===== src/hw/rtl/ntcc_pkg.sv =====
package ntcc_pkg;

    localparam int CHAN_W = 4;
    localparam int CODE_W = 16;
    localparam int RES_W  = 20;
    localparam int RT_W   = 28;
    localparam int TEMP_W = 15;

    localparam logic [RES_W-1:0] DIV_RES_RESET = 20'd10000;
    localparam logic [RT_W-1:0]  RT_MAX        = 28'hFFFFFFF;

    // extended steinhart-hart coefficients, q.40
    localparam logic signed [17:0] COEF_D = 18'sd69591;
    localparam logic signed [23:0] COEF_C = 24'sd2865294;
    localparam logic signed [30:0] COEF_B = 31'sd282050681;
    localparam logic signed [37:0] COEF_A = 38'sd3687780071;

    localparam logic [29:0]        LN2_Q30     = 30'd744261118;
    localparam logic signed [25:0] LN_RT_SCALE = 26'sd15472282;
    localparam logic [47:0]        KELVIN_NUM  = 48'h640000000000;   // 100 << 40
    localparam logic signed [16:0] KELVIN_OFS  = 17'sd27315;
    localparam logic signed [16:0] T_HIGH      = 17'sd15000;
    localparam logic signed [16:0] T_LOW       = -17'sd4000;

    typedef enum logic [1:0] {
        STATUS_OK      = 2'd0,
        STATUS_INVALID = 2'd1,
        STATUS_SAT     = 2'd2
    } status_t;

    // control that travels beside each pipeline stage
    typedef struct packed {
        logic              valid;
        logic [CHAN_W-1:0] channel;
        logic              bad;
    } ctl_t;

endpackage


===== src/hw/rtl/ntcc_ratio.sv =====
module ntcc_ratio
    import ntcc_pkg::*;
(
    input  logic              clk,
    input  logic              rst_n,
    input  logic              en,
    input  ctl_t              in_ctl,
    input  logic [CODE_W-1:0] reading,
    input  logic [CODE_W-1:0] reference,
    input  logic [RES_W-1:0]  div_res,
    output ctl_t              out_ctl,
    output logic [RT_W-1:0]   rt_quot,
    output logic              rt_ovf
);

    // ratio divider: 16 restoring steps
    ctl_t        c1_reg   [0:16];
    logic [15:0] rem1_reg [0:16];
    logic [15:0] den1_reg [0:16];
    logic [15:0] q1_reg   [0:16];

    always_ff @(posedge clk or negedge rst_n)
    begin
        if (!rst_n)
        begin
            c1_reg[0] <= '0;
        end
        else if (en)
        begin
            c1_reg[0] <= in_ctl;
        end
    end

    always_ff @(posedge clk)
    begin
        if (en)
        begin
            rem1_reg[0] <= reading;
            den1_reg[0] <= reference;
            q1_reg[0]   <= '0;
        end
    end

    for (genvar k = 0; k < 16; k++)
    begin : g_ratio
        logic [16:0] t;
        logic        ge;
        assign t  = {rem1_reg[k], 1'b0};
        assign ge = t >= {1'b0, den1_reg[k]};

        always_ff @(posedge clk or negedge rst_n)
        begin
            if (!rst_n)
            begin
                c1_reg[k+1] <= '0;
            end
            else if (en)
            begin
                c1_reg[k+1] <= c1_reg[k];
            end
        end

        always_ff @(posedge clk)
        begin
            if (en)
            begin
                rem1_reg[k+1] <= ge ? 16'(t - {1'b0, den1_reg[k]}) : t[15:0];
                den1_reg[k+1] <= den1_reg[k];
                q1_reg[k+1]   <= {q1_reg[k][14:0], ge};
            end
        end
    end

    // numerator product and 65536 - ratio
    ctl_t        cm_reg;
    logic [35:0] prod_reg;
    logic [16:0] denm_reg;

    always_ff @(posedge clk or negedge rst_n)
    begin
        if (!rst_n)
        begin
            cm_reg <= '0;
        end
        else if (en)
        begin
            cm_reg <= c1_reg[16];
        end
    end

    always_ff @(posedge clk)
    begin
        if (en)
        begin
            prod_reg <= 36'(q1_reg[16]) * 36'(div_res);
            denm_reg <= 17'h10000 - {1'b0, q1_reg[16]};
        end
    end

    // resistance divider: overflow check then 28 restoring steps
    ctl_t        c2_reg   [0:28];
    logic [16:0] rem2_reg [0:28];
    logic [16:0] den2_reg [0:28];
    logic [27:0] low2_reg [0:28];
    logic [27:0] q2_reg   [0:28];
    logic        ovf2_reg [0:28];

    always_ff @(posedge clk or negedge rst_n)
    begin
        if (!rst_n)
        begin
            c2_reg[0] <= '0;
        end
        else if (en)
        begin
            c2_reg[0] <= cm_reg;
        end
    end

    always_ff @(posedge clk)
    begin
        if (en)
        begin
            rem2_reg[0] <= {1'b0, prod_reg[35:20]};
            den2_reg[0] <= denm_reg;
            low2_reg[0] <= {prod_reg[19:0], 8'h00};
            q2_reg[0]   <= '0;
            ovf2_reg[0] <= {1'b0, prod_reg[35:20]} >= denm_reg;
        end
    end

    for (genvar k = 0; k < 28; k++)
    begin : g_rt
        logic [17:0] t;
        logic        ge;
        assign t  = {rem2_reg[k], low2_reg[k][27-k]};
        assign ge = t >= {1'b0, den2_reg[k]};

        always_ff @(posedge clk or negedge rst_n)
        begin
            if (!rst_n)
            begin
                c2_reg[k+1] <= '0;
            end
            else if (en)
            begin
                c2_reg[k+1] <= c2_reg[k];
            end
        end

        always_ff @(posedge clk)
        begin
            if (en)
            begin
                rem2_reg[k+1] <= ge ? 17'(t - {1'b0, den2_reg[k]}) : t[16:0];
                den2_reg[k+1] <= den2_reg[k];
                low2_reg[k+1] <= low2_reg[k];
                q2_reg[k+1]   <= {q2_reg[k][26:0], ge};
                ovf2_reg[k+1] <= ovf2_reg[k];
            end
        end
    end

    assign out_ctl = c2_reg[28];
    assign rt_quot = q2_reg[28];
    assign rt_ovf  = ovf2_reg[28];

endmodule


===== config.mk =====
export PLATFORM = sky130hd
export DESIGN_NAME = ntcc_ratio
export DESIGN_NICKNAME = d
export VERILOG_FILES = /design/src/hw/rtl/ntcc_pkg.sv /design/src/hw/rtl/ntcc_ratio.sv
export SDC_FILE = /design/constraint.sdc
export NUM_CORES = 2
export LEC_CHECK = 0
export BUFFER_PORTS_ARGS = -buffer_cell sky130_fd_sc_hd__buf_2
export CAP_MARGIN = 10
export CORE_UTILIZATION = 38
export DETAILED_ROUTE_END_ITERATION = 8
export PLACE_DENSITY_LB_ADDON = 0.3
export SLEW_MARGIN = 20
export SYNTH_ARGS = -nofsm -noshare
export SYNTH_HDL_FRONTEND = slang
export SYNTH_SLANG_ARGS = --single-unit
export TNS_END_PERCENT = 100

===== constraint.sdc =====
create_clock -name clk -period 6.4 [get_ports clk]
set_input_delay 0.32 -clock clk [delete_from_list [all_inputs] [get_ports clk]]
set_output_delay 0.32 -clock clk [all_outputs]
set_load 0.005 [all_outputs]

* Yosys cells after proc, flatten, opt, wreduce, memory -nomap -nowiden
Memory sizes are Yosys's and may differ from the RTL's.
Cells that the tools add are included.
** Operators by class
- $add $sub $neg :: 45
- Multipliers :: 1
- $lt $le $gt $ge :: 45
- Mux-type cells :: 46
** Operator list (count)
- greater-or-equal comparator 18 x 17 -> 1 bit :: 28
- two-way mux 17 bit :: 28
- subtractor 17 bit :: 28
- greater-or-equal comparator 17 x 16 -> 1 bit :: 16
- two-way mux 16 bit :: 16
- subtractor 16 bit :: 16
- multiplier 16 x 20 -> 36 bit :: 1
- greater-or-equal comparator 16 x 17 -> 1 bit :: 1
- subtractor 17 x 16 -> 17 bit, first input constant :: 1
- two-way mux 1 bit :: 2
** Word-level totals
- Flip-flop bits (word level) :: 335
- Memory bits (writable) :: 3455
- Bits of input ports :: 61
- Output and inout port bits :: 35
- Logic and storage cells :: 288
- Memories kept :: 8
** Memory list
- low2_reg :: words 29, bits a word 28, rd ports 28, clocked after memory_dff 0, wr ports 29, RTL line ntcc_ratio.sv:104 : logic [27:0] low2_reg [0:28];
- q2_reg :: words 29, bits a word 28, rd ports 29, clocked after memory_dff 0, wr ports 29, RTL line ntcc_ratio.sv:105 : logic [27:0] q2_reg [0:28];
- den2_reg :: words 29, bits a word 17, rd ports 28, clocked after memory_dff 0, wr ports 29, RTL line ntcc_ratio.sv:103 : logic [16:0] den2_reg [0:28];
- rem2_reg :: words 29, bits a word 17, rd ports 28, clocked after memory_dff 0, wr ports 29, RTL line ntcc_ratio.sv:102 : logic [16:0] rem2_reg [0:28];
- den1_reg :: words 17, bits a word 16, rd ports 16, clocked after memory_dff 0, wr ports 17, RTL line ntcc_ratio.sv:19 : logic [15:0] den1_reg [0:16];
- q1_reg :: words 17, bits a word 16, rd ports 17, clocked after memory_dff 0, wr ports 17, RTL line ntcc_ratio.sv:20 : logic [15:0] q1_reg [0:16];
- +2 memories

* Longest topological paths before layout
An unclocked memory read counts as a cell.
- Depth after elaboration :: 3
- Depth in mapped cells :: 25
- Mapped depth without buffers :: 23

* Worst setup path before layout
No wires, ideal clock.
- Path type :: flip-flop to flip-flop
- Start point :: memory q1_reg[16][9], in the netlist q1_reg[0][265]
- End point :: register prod_reg[35] (data pin)
- Setup time :: 0.174 ns
- Arrival :: 6.012 ns
- Data required time :: 6.226 ns
- Setup slack :: 0.213 ns
- Cell stages (with the launch flop) :: 25
- Buffers on the path :: 2
- Clock period less this slack :: 6.187 ns
- Path through :: edfxtp_1 > clkbuf_1 > clkbuf_1 > nand2_1 > fa_1 > inv_1 > fa_1 > inv_1 > fa_1 > inv_1 > fa_1 > fa_1 > inv_1 > fa_1 > inv_1 > ha_1 > o21ai_0 > a21oi_1 > o211ai_1 > a21oi_1 > o2111ai_1 > a21boi_0 > o211ai_1 > o211a_1 > a311oi_1
** RTL lines
- from (decl) :: RTL line ntcc_ratio.sv:20
- to (signal assigned) :: RTL line ntcc_ratio.sv:95 : prod_reg <= 36'(q1_reg[16]) * 36'(div_res);
- to (decl) :: RTL line ntcc_ratio.sv:76 : logic [35:0] prod_reg;

==> results.toml <==
[grt]
grt_usage = 0.141
grt_max_degree = 185
grt_first_pass_wirelength_um = 411000
gr-total-overflow = 0
grt_pass1_vias = 81900
antenna_found_initial = 5

[pwr]
p_int_mw = 52.1
combPwrFrac = 0.470
p_seq_frac = 0.327
leakage_nw = 61.6
net-switching-power_mw = 28.8
peakVddDrop_v = 0.000880
p_clk_frac = 0.203
p_sw_frac = 0.356
p_total_mw = 80.9
power_density_mw_per_mm2 = 539

[floorplanning]
start_util = 0.383
fp.dieH_um = 593
rows = 216
dieArea_mm2 = 0.352
die_x_um = 593
io_pins = 96
core_area_mm2 = 0.347

[cts]
clkTransAtPathRegs_ns = 0.06
cts-htree-levels = 5
clockBufferDepth = 4
cts_tree = "yes"
root_buffer = "clkbuf_16"
cts_made_buffers = 298
clk_latency_ns = 0.91
cts_sinks = 2579

[worst_setup_path]
worstPathMaxFanout = 7
r2r-end = "prod_reg[35]"
slowest_stage = "fa_2"
path_class = "flip-flop to flip-flop"
cp.required_ns = 7.10
critPathMaxStageDelay_ns = 0.54
endpoint = "prod_reg[35]"
crit_start = "q1_reg[0][262]"
regToRegSetupSlack_ns = 0.14
crit_path_end_kind = "flip-flop"
ff2ff_path_depth = 25
worstPathArrival_ns = 6.97
start_kind = "flip-flop"
regToRegStartpoint = "q1_reg[0][262]"

[logic_synthesis]
syn_inst = 10400
synth.area.top_cells = "edfxtp_1, ha_1, dfrtp_1"
synth-warning-count = 0
synthesis.nets = 11600
ys_seq_area_frac = 0.573
ys_seq_elements = 2579
yosys_most_used_dff = "edfxtp_1"
synth_edf_count = 2297
yosysTopAreaCell = "edfxtp_1"
ys_async_sr_fraction = 0.109
synth_common_cells = "edfxtp_1, inv_1, ha_1"
avgSynthCellArea_um2 = 12.8
yosysUniqueCellTypes = 92
synth_area_mm2 = 0.133
synth_top_area_frac = 0.520
synth.most_common_cell = "edfxtp_1"

[job]
max_cap_violations = 0

[drt]
ant_nets = 0
drt_pre_antenna_iters = 6
routed_via_density = 4.97
routedWlPerCell_um = 16.1
finalWirelength_um = 251000
dr_total_vias = 77600
drc = 0
drt_first_iter_violations = 4318

[timing]
setup_ws_ns = 0.136
hold_violations = 0
rsz0062_at_grt = "yes"
fin_skew_ns = 0.0613
fmax_ghz = 0.160
min_period_ns = 6.26
max-slew-margin-rel = 0.292
finalSetupViolCount = 0
worstMarginPinSlew_ns = 1.06
slew_viol_final = 0
timing.final.crit_share = 0.979
hold-worst-slack_ns = 0.159

[place]
gp_congestion = 0.904
hpwl_um = 180000
io_buffer_count = 95
dp_slack_ns = -0.394

[layout]
layout-drive-gt1-share = 0.139
final_nets = 12000
area_growth_pct = 13.2
largest_reg_flops = 476

[status]
outcome = "finished clean"

[worst_hold_path]
hold_path_class = "input pin to flip-flop"
hp-start = "reading[1]"
[power by group through the flow]
stage | Combinational [mW] | Clock (mW) | Sequential, mW
after global placement | 34.0 | 0 | 26.7
after global routing | 42.5 | 17.6 | 26.9
after detailed placement | 35.0 | 0 | 26.8
final | 38.0 | 16.4 | 26.5
after CTS | 35.7 | 17.0 | 26.5
after floorplan | 26.2 | 0 | 25.9
[through the flow]
stage | instance area (um2) | std cells | TNS (ns) | util
floorplan | 133000 | 10400 | 0 | -
global placement | 140000 | 15000 | -0.943 | 0.403
detailed placement | 140000 | 15000 | -0.895 | 0.403
CTS | 150000 | 15600 | -0.0104 | 0.432
global route | 150000 | 15600 | -0.0736 | 0.433
finish | 150000 | 15600 | 0 | 0.433
[layout by cell type, fill, tap and decap left out, types with 205 or more instances in the layout]
master and instances:
nor2_1 422, clkbuf_16 301, edfxtp_1 2297, nand2_1 687, xor2_1 205, xnor2_1 329
mux2_2 614, a21oi_1 466, ha_1 838, a21o_1 233, fa_1 278, dfrtp_1 282
inv_1 1238, o21ai_0 483
[how the worst min path moves through the flow]
stage	endpoint	slack, ns	cells after the start
finish	rem1_reg[0][1]	0.16	2
global route	rem1_reg[0][0]	0.1	2
CTS	den1_reg[0][2]	0.06	2
detailed placement	low2_reg[0][20]	0.40	0
global placement	c2_reg[13]	0.40	1
floorplan	c1_reg[0]	0.02	0
[per-layer routing]
layer  global-route usage  vias up  wire length [um]
met2                0.262     1300            129000
met1                0.165    37700            105000
met5                    0        -                39
met4               0.0560        6              9490
li1                     -    38000                 -
met3               0.0185      591              7720
[final cells by class]
class,instances,area (um2)
antenna,1,2.50
timing repair buffer,333,2750
sequential,2579,76000
inverter,1268,4760
multi-input combinational,6303,51500
fill,31200,197000
tap,4578,5730
clock inverter,169,1580
clock buffer,374,7880
[critical path: cells and delay by family (launching register included)]
family                   cells  cell delay, ns
AO/OA/AOI/OAI                7            1.25
AND/OR/NAND/NOR              3            0.31
flip-flops                   1            0.44
buffers and inverters        8            0.80
adder cells (fa/ha/maj)      7            3.32
[logic make-up after synthesis]
kind of cell | after synthesis | share of synthesized area
buffers and inverters | 1488 | 0.0439
flip-flops | 2579 | 0.573
adder cells (fa/ha/maj) | 1147 | 0.125
AND/OR/NAND/NOR | 2107 | 0.0774
AO/OA/AOI/OAI | 1845 | 0.0893
XOR/XNOR | 534 | 0.0352
multiplexers | 670 | 0.0567
[timing repair]
item | 4_1_cts | 5_1_grt
hold endpoints to repair | 176 | 0
hold buffers | 42 | 0
cloned | 1 | 1
endpoints found under the setup margin | 6 | 11
buffers inserted | 4 | 11
pin swaps | 18 | 93
gates resized for setup | 23 | 101
Power figures use the tool's default switching activity.
