===== config.mk =====
export PLATFORM = sky130hd
export DESIGN_NAME = ntcc_outq
export DESIGN_NICKNAME = d
export VERILOG_FILES = /design/src/hw/rtl/ntcc_outq.sv
export SDC_FILE = /design/constraint.sdc
export NUM_CORES = 1
export LEC_CHECK = 0
export ABC_AREA = 1
export BUFFER_PORTS_ARGS = -buffer_cell sky130_fd_sc_hd__buf_2
export CAP_MARGIN = 20
export CELL_PAD_IN_SITES_DETAIL_PLACEMENT = 0
export CELL_PAD_IN_SITES_GLOBAL_PLACEMENT = 1
export CORE_MARGIN = 4
export CORE_UTILIZATION = 35
export DETAILED_ROUTE_END_ITERATION = 10
export GPL_ROUTABILITY_DRIVEN = 0
export PLACE_DENSITY = 0.7
export SLEW_MARGIN = 20
export SYNTH_ARGS = -nofsm -noshare
export SYNTH_HDL_FRONTEND = slang
export SYNTH_SLANG_ARGS = --single-unit

===== constraint.sdc =====
create_clock -name clk -period 1.25 [get_ports clk]
set_clock_uncertainty 0.1 [all_clocks]
set_input_delay 0.375 -clock clk [delete_from_list [all_inputs] [get_ports clk]]
set_output_delay 0.375 -clock clk [all_outputs]
set_load 0.03 [all_outputs]

===== src/hw/rtl/ntcc_outq.sv =====
module ntcc_outq #(
    parameter int W = 8
) (
    input  logic         clk,
    input  logic         rst_n,
    input  logic         push,
    input  logic [W-1:0] push_data,
    output logic         space,
    output logic         out_valid,
    input  logic         out_ready,
    output logic [W-1:0] out_data
);

    logic [1:0]   count_reg;
    logic         wr_ptr_reg;
    logic         rd_ptr_reg;
    logic [W-1:0] slot_reg [0:1];
    logic         pop;

    assign space     = count_reg != 2'd2;
    assign out_valid = count_reg != 2'd0;
    assign out_data  = slot_reg[rd_ptr_reg];
    assign pop       = out_valid && out_ready;

    always_ff @(posedge clk or negedge rst_n)
    begin
        if (!rst_n)
        begin
            count_reg  <= '0;
            wr_ptr_reg <= 1'b0;
            rd_ptr_reg <= 1'b0;
        end
        else
        begin
            if (push)
            begin
                wr_ptr_reg <= !wr_ptr_reg;
            end
            if (pop)
            begin
                rd_ptr_reg <= !rd_ptr_reg;
            end
            if (push && !pop)
            begin
                count_reg <= count_reg + 2'd1;
            end
            else if (pop && !push)
            begin
                count_reg <= count_reg - 2'd1;
            end
        end
    end

    always_ff @(posedge clk)
    begin
        if (push)
        begin
            slot_reg[wr_ptr_reg] <= push_data;
        end
    end

endmodule


After elaboration in Yosys (flattened, before gate mapping)
Memory sizes are Yosys's and may differ from the RTL's.
Cells that the tools add are included.
W data, S select, Z words.

storage, ports and cells
  output and inout bits = 10
  input port bits = 12
  register bits = 4
  memory bits (writable) = 16
  word-level logic and storage cells = 20
  memories kept = 1

cells by class
  add/subtract/negate cells = 2
  reduce and logical (&&, ||, !) cells = 9
  mux-type cells = 4
  equal/unequal tests = 1

memories
  memory    words  bits a word  rd ports  clocked after memory_dff  write ports  line  text
  slot_reg  2      8            1         0                         1            17    logic [W-1:0] slot_reg [0:1];

operator list
  kind                   count
  $logic_not A1 Y1       4
  $mux W2                2
  $reduce_bool A2 Y1     2
  $logic_and A1 B1 Y1    3
  $add A2 B1 Y2 const B  1
  $mux W1                2
  $ne A2 B2 Y1 const B   1
  $sub A2 B1 Y2 const B  1

Longest topological paths before layout
Gate-level depths: netlist of run 1.

  word-level depth = 5
  depth in mapped cells = 9
  depth with buffers taken out = 9

Worst setup path before layout of run 1
OpenSTA, ideal clock, no wires.

  kind = flip-flop to flip-flop
  start = register count_reg[0]
  end = register count_reg[1]
  period minus slack after synthesis = 1360 ps
  stages on the path, launching flop included = 9
  path buffers = 0
  slack = -110 ps
  library setup time = 117 ps
  arrival = 1143 ps
  required time = 1033 ps
  cells stage by stage = dfrtp_1 > inv_2 > nand2_4 > nand2_4 > ha_1 > inv_1 > nand3_1 > nand2_1 > nand2_1

on the way
  word-level cells in the longest chain between the ends = 5
  elaborated cells on any way between the ends = 10
  those cells by class = add/sub (2); mux (2); reduce/logical (6)

RTL lines
  what                                                  line  text
  from (decl)                                           14    logic [1:0] count_reg;
  from (signal assigned)                                45    count_reg <= count_reg + 2'd1;
  from (signal assigned)                                49    count_reg <= count_reg - 2'd1;
  $reduce_bool A2 Y1 (*)                                21    assign out_valid = count_reg != 2'd0;
  named net out_valid                                   9     output logic out_valid,
  $logic_and A1 B1 Y1 (*)                               23    assign pop = out_valid && out_ready;
  $logic_not A1 Y1                                      43    if (push && !pop)
  $logic_and A1 B1 Y1                                   43
  $mux W2 / $reduce_bool A2 Y1 (equally long branches)  --

Mark *: on every way through the listed nets, which the timed path passes. The rest lies on a longest branch. The select of a mux whose other input is x is not followed.
A chain may end at the register's enable or synchronous reset.

Worst setup path after layout of run 1
  start = register rd_ptr_reg
  end = output port out_data[4]

on the way
  word-level cells in the longest chain between the ends = 1

RTL lines
  what                    line  text
  from (decl)             16    logic rd_ptr_reg;
  from (signal assigned)  41    rd_ptr_reg <= !rd_ptr_reg;
  $mem_v2 Z2 W8           --
  to (decl)               11    output logic [W-1:0] out_data

No other way between the ends.

==> impl_results.md, run 1 <==
* Critical R2R Launch: count_reg[0]
* Clock power share at 9.4%
* Routed length per instance at 10.86 um
* First drt pass iteration count at 4
* Syn_area_per_cell at 11.86 um2
* #FFs+latches synth at 20
* Overall die width at 56.35 um
* Ys async rst share at 20.00%
* Layout cell share with drive strength beyond 1 at 61.40%
* Cell type with the largest total area after synthesis: edfxtp_1
* Area of the multi-input gates at 252.7 um2
* DRT iter0 DRCs at 15
* Sequential share of the synthesized area at 70.95%
* Die area at 3175 um2
* PwrDens at 2499 nW/um2
* Number of primary I/O pins at 22
* Distinct cells, synth at 15
* Final slew viol count at 0
* First-pass GRT wire length at 2490 um
* Post-DP HPWL at 1067 um
* Share of the synthesized area in the top cell type at 58.72%
* Synth Cell Area at 818.3 um2
* Critical path class: flop to output port
* Fin crit share at 130.0%
* Area contributors post-synth: edfxtp_1 (59%), nand2_1 (14%), dfrtp_1 (12%), nand2_4 (2.8%), inv_1 (2.3%)
* Vias in the first global route at 588
* Final min period at 1626 ps
* Final ANT Viol Nets at 0
* Utilization after layout at 57.18%
* Die height at 56.35 um
* Switching power at 1.234 mW
* Synthesis-to-finish area growth at 54.59%
* Tot Pwr at 3.161 mW
* Switch share at 39.05%
* Final Hold Fails at 0
* # port buffers at 21
* GRT Total Usage at 10.50%
* Number of enable flip-flop cells after synthesis at 16
* CTS max path bufs at 2
* Max Freq at 615.2 MHz
* Post-route insts no fill at 142
* Post-synth top cells: nand2_1 (30), edfxtp_1 (16), inv_1 (5), dfrtp_1 (4)
* Row Count at 17
* DRC errors left at 0
* Fin nets at 128
* Fin worst setup slack at -375.5 ps
* Hold WC Path Type: primary input to flop
* YS warnings at 0
* CTS sink count at 20
* Largest register FFs at 16
* Startpoint types: flop
* Peak supply drop at 1.133 mV
* Cts bufs inserted at 3
* GRT overflow at 0
* Most used DFF post-synth: edfxtp_1
* Crit path from: rd_ptr_reg
* CP Capture Type: output port
* Worst hold start: push_data[4]
* CTS H-Tree Depth at 1
* Pint at 1.927 mW
* Clock Tree Root: clkbuf_4
* DR vias/cell at 4.324
* Layout filler cell count at 208
* Gate power share at 59.4%
* Slew HR at 88.27%
* Vias at 614
* Starting Density at 36.99%
* LEAKAGE at 0.5826 nW
* Max Cap Viol at 0
* FF/Latch Area at 581.8 um2
* Final wirelength at 1542 um
* Most frequent cell after synthesis: nand2_1
* Ant diodes at 0
* Failing checks: negative setup slack
* Initial antenna violation count at 0
* Arrival time at the worst endpoint at 1150 ps
* Clock Pin Slew Worst Setup and Hold Paths at 110 ps
* Dpl cells at 127
* Worst-Margin Slew at 175.4 ps
* Largest net degree at the start of global routing at 12
* RSZ-0062 raised after global routing: yes
* Outcome: finished, violations left
* Post-Syn Instances at 69
* Post-Syn Nets at 82
* Final setup violation count at 12
* Largest fanout on the critical path at 6
* Reg power frac at 31.2%
* Core Box Area at 2212 um2
* TNS Setup at -3470 ps
* CTS tree: built
* Skew-Pair Late Insertion Delay at 280 ps
* Worst EP required at 780 ps
[kinds of logic (layout without fill, tap and decap cells)]
logic type               after synthesis  count (layout)  share of synthesized area, %
buffers and inverters                  8              53                         4.893
AND/OR/NAND/NOR                       38              38                         20.49
XOR/XNOR                               2               2                         2.141
adder cells (fa/ha/maj)                1               1                         1.529
flip-flops                            20              20                         70.95
[per-layer routing]
layer / vias up / share of wire (%) / GRT usage (%)
met5: - / 0 / 0
li1: 313 / - / -
met4: 0 / 0.65 / 5.763
met2: 12 / 52 / 17.20
met3: 2 / 3.8 / 2.989
met1: 287 / 43 / 12.33
[stage by stage]
step	hold WS (ps)	setup WS, ps	instance area (um2)
floorplan	-20.59	-41.51	850.8
global placement	91.21	-176.4	1055
detailed placement	89.01	-210.6	1055
CTS	158.7	-387.0	1242
global route	143.8	-448.5	1265
finish	166.6	-375.5	1265
[final cells by class]
| type | count | area share [%] |
|---|---|---|
| repair inverters | 1 | 0.6924 |
| well taps | 28 | 2.770 |
| flip-flops and latches | 20 | 45.99 |
| inverters | 7 | 2.473 |
| repair buffers | 41 | 26.01 |
| multi-input cells | 41 | 19.98 |
| clock buffers | 4 | 2.077 |
[path summary, 6_finish.rpt]
path / slack [ps] / end / depth (start not counted)
worst min-delay path: 170 / slot_reg[1][4] / 1
worst max-delay path: -380 / out_data[4] / 5
min in group asynchronous: 320 / wr_ptr_reg / 2
worst max register to register: -90 / count_reg[1] / 9
max in group asynchronous: 600 / rd_ptr_reg / 2
worst min register to register: 400 / wr_ptr_reg / 1
[power groups by stage]
| stage | registers, mW | logic [mW] | clock network [mW] |
|---|---|---|---|
| floorplan | 0.979 | 0.893 | 0 |
| global placement | 1.02 | 1.25 | 0 |
| detailed placement | 1.03 | 1.26 | 0 |
| CTS | 0.981 | 1.82 | 0.308 |
| global route | 1.01 | 2.01 | 0.338 |
| finish | 0.986 | 1.88 | 0.298 |
[placed cells by master (no fill, tap or decap)]
master,n
nand2_2,17
edfxtp_1,16
nand2_1,15
buf_4,15
buf_6,13
buf_2,12
inv_2,3
inv_1,3
clkbuf_4,3
dfrtp_1,3
nand2_4,2
inv_6,2
nor2_1,1
nand3_2,1
nand4_1,1
xor2_1,1
nand3_1,1
xnor2_1,1
ha_4,1
clkbuf_1,1
dlygate4sd3_1,1
dfrtp_2,1
[critical path, stage by stage (launching register included)]
cell	delay (ps)
dfrtp_2	420
buf_6	140
inv_6	70
nand2_2	50
nand2_2	60
buf_6	120
[repair_timing]
action | CTS | global route
endpoints found under the hold margin | 4 | 0
endpoints found under the setup margin | 11 | 13
buffers inserted | 7 | 3
gates cloned | 1 | 0
hold buffers | 1 | 0
pin swaps | 5 | 5
gates resized for setup | 35 | 3
No activity file was read; power rests on OpenSTA's default activity.
==> inputs of run 2 (changes only) <==
--- a/config.mk
+++ b/config.mk
@@ -5,16 +5,17 @@
 export SDC_FILE = /design/constraint.sdc
 export NUM_CORES = 1
 export LEC_CHECK = 0
-export ABC_AREA = 1
+export ABC_AREA = 0
+export ABC_CLOCK_PERIOD_IN_PS = 1250
 export BUFFER_PORTS_ARGS = -buffer_cell sky130_fd_sc_hd__buf_2
 export CAP_MARGIN = 20
 export CELL_PAD_IN_SITES_DETAIL_PLACEMENT = 0
 export CELL_PAD_IN_SITES_GLOBAL_PLACEMENT = 1
 export CORE_MARGIN = 4
-export CORE_UTILIZATION = 35
+export CORE_UTILIZATION = 36
 export DETAILED_ROUTE_END_ITERATION = 10
 export GPL_ROUTABILITY_DRIVEN = 0
-export PLACE_DENSITY = 0.7
+export PLACE_DENSITY = 0.69
 export SLEW_MARGIN = 20
 export SYNTH_ARGS = -nofsm -noshare
 export SYNTH_HDL_FRONTEND = slang
==> impl_results.md, run 2 <==
* Max Cap Viol at 0 (unchanged)
* Die area at 2965 um2 (was 3175 um2)
* Ant diodes at 0 (unchanged)
* Share of the synthesized area in the top cell type at 61.84% (was 58.72%)
* Worst-Margin Slew at 123.8 ps (was 175.4 ps)
* Final ANT Viol Nets at 0 (unchanged)
* Peak supply drop at 1.652 mV (was 1.133 mV)
* Slew HR at 91.69% (was 88.27%)
* Clock power share at 17.0% (was 9.4%)
* Layout cell share with drive strength beyond 1 at 64.94% (was 61.40%)
* Skew-Pair Late Insertion Delay at 290 ps (was 280 ps)
* Overall die width at 54.46 um (was 56.35 um)
* CTS max path bufs at 2 (unchanged)
* Final wirelength at 1182 um (was 1542 um)
* Gate power share at 50.0% (was 59.4%)
* Vias in the first global route at 449 (was 588)
* Ys async rst share at 20.00% (unchanged)
* Pint at 2.038 mW (was 1.927 mW)
* Largest fanout on the critical path at 3 (was 6)
* Outcome: finished, violations left (unchanged)
* Max Freq at 564.7 MHz (was 615.2 MHz)
* Post-Syn Instances at 41 (was 69)
* Cts bufs inserted at 3 (unchanged)
* Post-route insts no fill at 104 (was 142)
* Largest register FFs at 16 (unchanged)
* First-pass GRT wire length at 1856 um (was 2490 um)
* Vias at 447 (was 614)
* Switching power at 0.9383 mW (was 1.234 mW)
* Mux cell area share after synthesis at 11.59% (was 0%)
* Worst EP required at 780 ps (about the same)
* Complex-gate fraction of the synthesized area at 0% (unchanged)
* Failing checks: negative setup slack (unchanged)
* First drt pass iteration count at 3 (was 4)
* Starting Density at 38.81% (was 36.99%)
* Most used DFF post-synth: edfxtp_1 (unchanged)
* Core Box Area at 2002 um2 (was 2212 um2)
* Cell type with the largest total area after synthesis: edfxtp_1 (unchanged)
* DRT iter0 DRCs at 3 (was 15)
* TNS Setup at -4900 ps (was -3470 ps)
* Fin crit share at 141.7% (was 130.0%)
* Area contributors post-synth: edfxtp_1 (62%), dfrtp_1 (13%), mux2_2 (12%), xor2_1 (3.4%), xnor2_1 (2.3%) (was edfxtp_1 (59%), nand2_1 (14%), dfrtp_1 (12%), nand2_4 (2.8%), inv_1 (2.3%))
* Post-Syn Nets at 54 (was 82)
* Post-Synth XOR/XNOR Area at 5.636% (was 2.141%)
* CTS H-Tree Depth at 1 (unchanged)
* CP max-delay cell: dfrtp_1 (was dfrtp_2)
* Synth Cell Area at 777.0 um2 (was 818.3 um2)
* Utilization after layout at 59.13% (was 57.18%)
* Fraction of the mapped netlist area in simple logic gates at 5.475% (was 20.49%)
* Final setup violation count at 12 (unchanged)
* Switch share at 31.53% (was 39.05%)
* R2r setup slk at -160 ps (was -90 ps)
* CP Cell Sequence: buf_4, mux2_4, buf_6 (was buf_6, inv_6, nand2_2, nand2_2, buf_6)
* CTS tree: built (unchanged)
* Number of primary I/O pins at 22 (unchanged)
* #FFs+latches synth at 20 (unchanged)
* Critical R2R Launch: count_reg[1] (was count_reg[0])
* Most frequent cell after synthesis: edfxtp_1 (was nand2_1)
* Crit path from: rd_ptr_reg (unchanged)
* Largest family of logic cells by synthesized area: multiplexers (was simple AND/OR/NAND/NOR gates)
* Fin worst setup slack at -520.7 ps (was -375.5 ps)
* Initial antenna violation count at 0 (unchanged)
* Die height at 54.46 um (was 56.35 um)
* Fin nets at 91 (was 128)
* Worst hold start: push_data[1] (was push_data[4])
* Syn_area_per_cell at 18.95 um2 (was 11.86 um2)
* Routed length per instance at 11.37 um (was 10.86 um)
* Largest net degree at the start of global routing at 13 (was 12)
* CP Capture Type: output port (unchanged)
* LEAKAGE at 0.5074 nW (was 0.5826 nW)
* Post-synth top cells: edfxtp_1 (16), mux2_2 (8), dfrtp_1 (4), xor2_1 (3), xnor2_1 (2) (was nand2_1 (30), edfxtp_1 (16), inv_1 (5), dfrtp_1 (4))
* CTS sink count at 20 (unchanged)
* Number of enable flip-flop cells after synthesis at 16 (unchanged)
* YS warnings at 0 (unchanged)
* RSZ-0062 raised after global routing: yes (unchanged)
* Hold WC Path Type: primary input to flop (unchanged)
* Sequential share of the synthesized area at 74.72% (was 70.95%)
* Dpl cells at 98 (was 127)
* Layout filler cell count at 165 (was 208)
* Adder-Cell Fraction of Synth Area at 1.610% (was 1.529%)
* Reg power frac at 33.0% (was 31.2%)
* PwrDens at 2514 nW/um2 (was 2499 nW/um2)
* Final Hold Fails at 0 (unchanged)
* Most frequent cells in the layout: edfxtp_1 (16), buf_6 (12), buf_2 (11) (was nand2_2 (17), edfxtp_1 (16), nand2_1 (15), buf_4 (15), buf_6 (13))
* Placed cell area at 1028 um2 (was 1055 um2)
* Arrival time at the worst endpoint at 1300 ps (was 1150 ps)
* Startpoint types: flop (unchanged)
* Most common cell after layout, fill and taps aside: edfxtp_1 (was nand2_2)
* Critical path class: flop to output port (unchanged)
* GRT Total Usage at 8.859% (was 10.50%)
* Synthesis-to-finish area growth at 52.34% (was 54.59%)
* GRT overflow at 0 (unchanged)
* Distinct cells, synth at 13 (was 15)
* Row Count at 16 (was 17)
* DR vias/cell at 4.298 (was 4.324)
* Final instance area at 1184 um2 (was 1265 um2)
* Peak per-stage delay on the critical path at 420 ps (about the same)
* Clock Tree Root: clkbuf_4 (unchanged)
* Post-DP HPWL at 934 um (was 1067 um)
* # port buffers at 21 (unchanged)
* DRC errors left at 0 (unchanged)
* Final slew viol count at 0 (unchanged)
* Final min period at 1771 ps (was 1626 ps)
* Min Hold Slack at 166.4 ps (was 166.6 ps)
* Clock Pin Slew Worst Setup and Hold Paths at 110 ps (about the same)
## run 2: path summary, 6_finish.rpt
path | end | depth (start not counted)
setup reg to reg | count_reg[1] | 6
min in group asynchronous | count_reg[0] | 2
hold reg to reg | wr_ptr_reg | 1
hold / removal | slot_reg[0][1] | 1
setup / recovery | out_data[2] | 3
max in group asynchronous | count_reg[1] | 2
## run 2: repair_timing
item,CTS,global route
hold endpoints to repair,4,0
resized for setup,23,1
endpoints found under the setup margin,12,12
setup buffers,1,0
hold buffers,1,0
pin swaps,3,0
## run 2: metrics by stage
step / total power, mW / worst slack [ps]
6_report: 2.976 / -520.7
5_1_grt: 3.127 / -590.1
4_1_cts: 2.995 / -541.8
3_5_place_dp: 2.203 / -242.2
3_3_place_gp: 2.190 / -224.6
2_1_floorplan: 1.827 / -187.4
## run 2: worst max-delay path, delay by kind of cell, from the launching register on
family | cells | cell delay (ps)
buffers and inverters | 2 | 300
muxes | 1 | 290
DFF | 1 | 420
## run 2: area by class of cell
type	instances	area [um2]	area share, %
Clock inverter	1	30.03	2.537
Multi-Input combinational cell	20	249.0	21.04
Tap cell	27	33.78	2.854
Timing Repair Buffer	33	267.8	22.62
Sequential cell	20	580.6	49.05
Clock buffer	3	22.52	1.903
## run 2: cells by family after synthesis
family	after synthesis
muxes	8
buffers and inverters	1
adders and majority gates	1
and+or+nand+nor	6
DFF	20
xor gates and xnor gates	5
## run 2: metal layers
metal | track usage, % | part of all wire [%] | vias to the layer above
met5 | 0 | 0 | -
met4 | 3.734 | 0 | 0
met3 | 1.907 | 6.3 | 0
met2 | 15.94 | 53 | 13
met1 | 10.02 | 40 | 215
li1 | - | - | 219
## run 2: power by group through the flow
stage,sequential [mW],clock (mW),combinational [mW]
after detailed placement,0.993,0,1.21
after CTS,0.985,0.522,1.49
after global routing,1.00,0.555,1.57
final,0.982,0.506,1.49
after floorplan,0.988,0,0.839
after global placement,0.987,0,1.20
==> inputs of run 3 (changes only) <==
--- a/config.mk
+++ b/config.mk
@@ -9,13 +9,14 @@
 export ABC_CLOCK_PERIOD_IN_PS = 1250
 export BUFFER_PORTS_ARGS = -buffer_cell sky130_fd_sc_hd__buf_2
 export CAP_MARGIN = 20
-export CELL_PAD_IN_SITES_DETAIL_PLACEMENT = 0
-export CELL_PAD_IN_SITES_GLOBAL_PLACEMENT = 1
+export CELL_PAD_IN_SITES_DETAIL_PLACEMENT = 1
+export CELL_PAD_IN_SITES_GLOBAL_PLACEMENT = 2
 export CORE_MARGIN = 4
-export CORE_UTILIZATION = 36
+export CORE_UTILIZATION = 31
 export DETAILED_ROUTE_END_ITERATION = 10
 export GPL_ROUTABILITY_DRIVEN = 0
-export PLACE_DENSITY = 0.69
+export PLACE_DENSITY_LB_ADDON = 0.1
+export SKIP_CTS_REPAIR_TIMING = 1
 export SLEW_MARGIN = 20
 export SYNTH_ARGS = -nofsm -noshare
 export SYNTH_HDL_FRONTEND = slang
==> impl_results.md, run 3 (synthesized netlist as in run 2, its figures left out) <==
* Initial antenna violation count at 0 (unchanged)
* Routed length per instance at 12.42 um (was 11.37 um)
* Fin nets at 92 (was 91)
* Final setup violation count at 12 (unchanged)
* Crit path from: rd_ptr_reg (unchanged)
* Cts bufs inserted at 3 (unchanged)
* Post-DP HPWL at 1074 um (was 934 um)
* Worst r2r path cells at 7 (was 6)
* CTS H-Tree Depth at 1 (unchanged)
* Outcome: finished, violations left (unchanged)
* CTS max path bufs at 2 (unchanged)
* Row Count at 17 (was 16)
* Most common cell after layout, fill and taps aside: edfxtp_1 (unchanged)
* Crit-path most repeated cell: buf_6
* Number of primary I/O pins at 22 (unchanged)
* Critical R2R Launch: count_reg[0] (was count_reg[1])
* CP top delay family: flip-flops (unchanged)
* WP depth at 3 (unchanged)
* RSZ-0062 raised after global routing: yes (unchanged)
* Overall die width at 58.07 um (was 54.46 um)
* GR Layer Usage met2 at 14.19% (was 15.94%)
* Final Hold Fails at 0 (unchanged)
* Ant diodes at 0 (unchanged)
* Worst hold start: push_data[2] (was push_data[1])
* Grt met1 use at 10.45% (was 10.02%)
* Final ANT Viol Nets at 0 (unchanged)
* Largest fanout on the critical path at 5 (was 3)
* Most frequent cells in the layout: edfxtp_1 (16), buf_6 (14), buf_2 (11) (was edfxtp_1 (16), buf_6 (12), buf_2 (11))
* Largest register FFs at 16 (unchanged)
* Final instance area at 1166 um2 (was 1184 um2)
* Max Freq at 567.9 MHz (was 564.7 MHz)
* Slew HR at 90.29% (was 91.69%)
* Gate power share at 54.4% (was 50.0%)
* LEAKAGE at 0.5007 nW (was 0.5074 nW)
* Reg2Reg Capture Point: count_reg[1] (unchanged)
* Fin worst setup slack at -510.8 ps (was -520.7 ps)
* Hold WC Path Type: primary input to flop (unchanged)
* TNS Setup at -5006 ps (was -4900 ps)
* Final min period at 1761 ps (was 1771 ps)
* CTS sink count at 20 (unchanged)
* First drt pass iteration count at 2 (was 3)
* CP max-delay cell: dfrtp_1 (unchanged)
* Synthesis-to-finish area growth at 50.08% (was 52.34%)
* Clock Pin Slew Worst Setup and Hold Paths at 100 ps (was 110 ps)
* DRC errors left at 0 (unchanged)
* Vias in the first global route at 473 (was 449)
* CP Capture Type: output port (unchanged)
* Die area at 3372 um2 (was 2965 um2)
* Vias at 445 (was 447)
* Hold Path End: slot_reg[0][2] (was slot_reg[0][1])
* Failing checks: negative setup slack (unchanged)
* Fin crit share at 140.9% (was 141.7%)
* Skew-Pair Late Insertion Delay at 280 ps (was 290 ps)
* CTS tree: built (unchanged)
* Placed cell area at 1022 um2 (was 1028 um2)
* Die height at 58.07 um (was 54.46 um)
* Core Box Area at 2297 um2 (was 2002 um2)
* GRT overflow at 0 (unchanged)
* Switch share at 33.51% (was 31.53%)
* Worst EP required at 780 ps (about the same)
* Largest net degree at the start of global routing at 12 (was 13)
* DR vias/cell at 4.198 (was 4.298)
* Switching power at 0.9431 mW (was 0.9383 mW)
* Grt peak-use layer: met2 (unchanged)
* Pint at 1.872 mW (was 2.038 mW)
* CP Cell Sequence: buf_6, mux2_4, buf_6 (was buf_4, mux2_4, buf_6)
* Peak per-stage delay on the critical path at 420 ps (about the same)
* Crit path buf inv count at 2 (unchanged)
* R2r setup slk at -260 ps (was -160 ps)
* Arrival time at the worst endpoint at 1290 ps (was 1300 ps)
* # port buffers at 21 (unchanged)
* Hold Path Depth at 1 (unchanged)
* Peak supply drop at 1.227 mV (was 1.652 mV)
* First-pass GRT wire length at 2125 um (was 1856 um)
* Grt met3 use at 2.673% (was 1.907%)
* Starting Density at 33.82% (was 38.81%)
* Worst-Margin Slew at 145.6 ps (was 123.8 ps)
* PwrDens at 2414 nW/um2 (was 2514 nW/um2)
* Final slew viol count at 0 (unchanged)
* Clock power share at 10.7% (was 17.0%)
* Startpoint types: flop (unchanged)
* Layout cell share with drive strength beyond 1 at 62.82% (was 64.94%)
* Final wirelength at 1317 um (was 1182 um)
* DRT iter0 DRCs at 4 (was 3)
* Critical path class: flop to output port (unchanged)
* Max Cap Viol at 0 (unchanged)
* GRT Total Usage at 8.543% (was 8.859%)
* Reg power frac at 35.0% (was 33.0%)
* Clock Tree Root: clkbuf_4 (unchanged)
==> run 3: worst max-delay path by stage <==
stage	slack (ps)	end
2_1_floorplan	-190	count_reg[1]
3_3_place_gp	-210	out_data[1]
3_5_place_dp	-220	out_data[1]
4_1_cts	-560	out_data[1]
5_1_grt	-580	out_data[3]
6_report	-510	out_data[1]
==> run 3: layer usage <==
layer,vias to the layer above,routed length [um]
met5,-,0
met4,0,0
met3,0,65
met2,10,720
met1,215,530
li1,220,-
==> run 3: power groups by stage <==
stage	Clock, mW	Combinational, mW	Sequential, mW
after floorplan	0	0.839	0.988
after global placement	0	1.19	0.980
after detailed placement	0	1.20	0.991
after CTS	0.321	1.21	0.976
after global routing	0.368	1.61	1.01
final	0.300	1.53	0.984
==> run 3: area by class of cell <==
cell class	count	area (um2)
clock buffers	4	26.28
fillers	228	1131
multi-input cells	20	241.5
flip-flops and latches	20	580.6
well taps	28	35.03
repair buffers	34	282.8
==> run 3: worst reg2reg max path: cells and delay by family (launching register included) <==
family	cells	cell delay [ps]
flops	1	400
simple gates	3	390
xor+xnor	2	270
buf+inv	1	120
fa+ha+maj	1	120
==> run 3: stage by stage <==
stage                     cells  setup slack [ps]  hold slack (ps)  total power [mW]  utilization [%]
final                       106            -510.8            167.8             2.815            50.76
after global routing        106            -580.7            134.4             2.980            50.76
after CTS                   102            -559.6           -240.1             2.503            45.64
after detailed placement     98            -218.0            90.13             2.195            44.50
after global placement       98            -211.9            88.76             2.173            44.50
after floorplan              41            -187.4           -20.59             1.827                -
